==> src/hdl/bhtq_pkg.sv <==
// Shared types and codes for the binary heap timer queue.
package bhtq_pkg;

  localparam int unsigned ID_W = 5;
  localparam int unsigned NUM_IDS = 32;
  localparam int unsigned TIME_W = 32;

  typedef enum logic [1:0] {
    OP_ADD  = 2'd0,
    OP_DEL  = 2'd1,
    OP_TICK = 2'd2,
    OP_PEEK = 2'd3
  } opcode_t;

  localparam logic [2:0] ST_OK    = 3'd0;
  localparam logic [2:0] ST_EMPTY = 3'd1;
  localparam logic [2:0] ST_FULL  = 3'd2;
  localparam logic [2:0] ST_ID    = 3'd3;
  localparam logic [2:0] ST_MORE  = 3'd4;

  typedef enum logic [2:0] {
    S_IDLE,
    S_DECODE,
    S_UP,
    S_DLOAD,
    S_DOWN,
    S_TICK,
    S_EMIT
  } state_t;

  typedef struct packed {
    logic [TIME_W-1:0] dl;
    logic [TIME_W-1:0] per;
    logic [ID_W-1:0]   own;
  } slot_t;

endpackage

==> src/hdl/bhtq_cell.sv <==
// One heap slot: deadline, period and owner id.
module bhtq_cell
  import bhtq_pkg::*;
(
  input  logic  clk,
  input  logic  we,
  input  slot_t wdata,
  output slot_t q
);

  slot_t data;

  always_ff @(posedge clk) begin
    if (we) begin
      data <= wdata;
    end
  end

  assign q = data;

endmodule

==> config.mk <==
export PLATFORM = sky130hd
export DESIGN_NAME = bhtq_cell
export DESIGN_NICKNAME = d
export VERILOG_FILES = /design/src/hdl/bhtq_pkg.sv /design/src/hdl/bhtq_cell.sv
export SDC_FILE = /design/constraint.sdc
export NUM_CORES = 1
export LEC_CHECK = 0
export BUFFER_PORTS_ARGS = -buffer_cell sky130_fd_sc_hd__buf_2
export CAP_MARGIN = 40
export CORE_MARGIN = 2
export CORE_UTILIZATION = 40
export CTS_CLUSTER_SIZE = 20
export DETAILED_ROUTE_END_ITERATION = 8
export PLACE_DENSITY = 0.83
export SYNTH_ARGS = -nofsm -noshare
export SYNTH_HDL_FRONTEND = slang
export SYNTH_SLANG_ARGS = --single-unit
export TNS_END_PERCENT = 5
==> constraint.sdc <==
create_clock -name clk -period 0.8 [get_ports clk]
set_clock_uncertainty 0.15 [all_clocks]
set_input_delay 0.16 -clock clk [delete_from_list [all_inputs] [get_ports clk]]
set_output_delay 0.16 -clock clk [all_outputs]
set_load 0.02 [all_outputs]
==> results.ini <==
[floorplanning]
start_util=0.411
die_w_um=76.0
ios=140
row_count=26
coreArea_sq_um=5040
die_h_um=76.0
floorplan.die_area_sq_um=5770

[drt]
vias=1216
viasPerCell=4.11
wl_per_cell_um=13.0
wl_um=3850
detailedRoute.firstPassIterationCount=4
final_antenna_net_count=0
drc=0
drt_iter0_markers=49

[place]
io_buffers=139
placedCellCount=280
pre_cts_slack_ns=-0.213
place.gp.congestion=0.754

[sta]
slew_viol_final=0
tightest_slew_ns=0.203
fmax_mhz=827
relSlewSlack=0.864
timing.final.ws_setup_ns=-0.410
period_needed_ns=1.21
whs_ns=-0.154
setup_viol=69
hold_violations=69
rsz0062_at_grt=yes
fin_crit_sh=1.51

[grt]
grt_first_pass_wirelength_um=5710
grt_usage=0.139
grt_pass1_vias=1212
antenna_found_initial=0
grt_max_degree=41
grt-ovfl-total=0

[setup_path]
cpMaxStageDelayCell=edfxtp_1
worstSetupPathType=flip-flop to output pin
cp.required_ns=0.49
cp-end-kind=output pin
crit_chain=buf_6
critPathMaxFanout=1
crit_start=q[31]$_DFFE_PP_
crit_arrival_ns=0.90
path_buf_inv=1
cp_slowest_stage_delay_ns=0.42
cp-start-kind=flip-flop
crit_family=flip-flops

[yosys]
ys_warn_count=0
post-synth-top-count-cell=edfxtp_1
synth_top_cell_area_share=1.00
ys_types=1
syn_avg_cell_area_sq_um=30.0
yosysTopAreaCell=edfxtp_1
synth_common_cells=69 x edfxtp_1
synth-edff-count=69
syn_area_sq_um=2070
synth-seq-area-share=1.00
async_reset_ff_frac=0
synthesis.nets=140
ys.flop_type=edfxtp_1
synth_seq_cells=69
yosys-top-cells-area=edfxtp_1 100%
synth_cells=69

[clock_tree]
cts.sink_count=69
numCtsBuffers=9
cts_tree=yes
clockBufferDepth=2
clockRootBuffer=clkbuf_8
cts_htree_levels=3
clk_pin_slew_ns=0.08

[finish]
fin_nets=292
area_growth_pct=52.8
final_layout_size_suffix_gt1_frac=0.690
antenna_cells=0
multiInputGateArea_sq_um=0
fillers=376
stdcell_count=296
multi_input_gates=0
largest_register_ffs=69

[power]
p_leak_nw=1.37
irDropWorstVdd_mv=1.39
p_per_area_nw_per_um2=2700

[status]
violations=hold timing, setup timing
status=complete, but fails checks

[hold_path]
hp-class=primary input to flip-flop
hp-start=wdata[8]

[run]
drv_cap=0

==> cells by family (layout without fill, tap and decap cells) <==
group | Yosys count | in the layout | share of synthesized area
buffers and inverters | 0 | 157 | 0
DFF | 69 | 69 | 1.00
==> per-stage QoR <==
stage	TNS [ns]	utilization	total power, mW	area, sq um
2_1_floorplan	0	-	4.83	2070
3_3_place_gp	-12.58	0.574	5.29	2900
3_5_place_dp	-13.94	0.574	5.32	2900
4_1_cts	-26.93	0.625	8.65	3150
5_1_grt	-28.17	0.628	8.84	3170
6_report	-24.96	0.628	8.56	3170
==> worst paths after layout <==
kind | depth (start not counted) | end
worst max-delay path | 1 | q[31]
worst min-delay path | 1 | q[8]$_DFFE_PP_
==> power breakdown <==
part | switching [mW] | total, mW | internal (mW) | leakage [nW]
logic | 0.559 | 0.899 | 0.340 | 0.576
registers | 0.0659 | 4.36 | 4.29 | 0.675
clock network | 1.23 | 3.30 | 2.07 | 0.116
total | 1.85 | 8.56 | 6.70 | 1.37
==> layer usage <==
| metal | GRT usage | up-vias | wire length (um) |
|---|---|---|---|
| li1 | - | 587 | - |
| met1 | 0.133 | 537 | 1300 |
| met2 | 0.238 | 79 | 2070 |
| met3 | 0.0604 | 13 | 375 |
| met4 | 0.0982 | 0 | 108 |
| met5 | 0 | - | 0 |
==> final cells by class <==
class	instances	area, sq um	area share
clock buffers	10	128	0.0403
repair buffers	141	767	0.242
clock inverters	6	111	0.0352
well taps	70	87.6	0.0277
flip-flops and latches	69	2070	0.655
==> placed cells by master, fill, tap and decap left out <==
| cell type | n |
|---|---|
| bufinv_16 | 3 |
| clkbuf_1 | 1 |
| clkinv_2 | 1 |
| edfxtp_1 | 69 |
| clkinv_4 | 1 |
| buf_6 | 5 |
| buf_2 | 134 |
| clkinvlp_4 | 1 |
| buf_12 | 2 |
| clkbuf_8 | 9 |
==> repair_timing <==
action | in CTS | in global routing
resized for setup | 6 | 4
pin swaps | 0 | 0
endpoints found under the setup margin | 69 | 69
setup buffers | 0 | 0
endpoints found under the hold margin | 69 | 69
(Power assumes the default switching activity.)
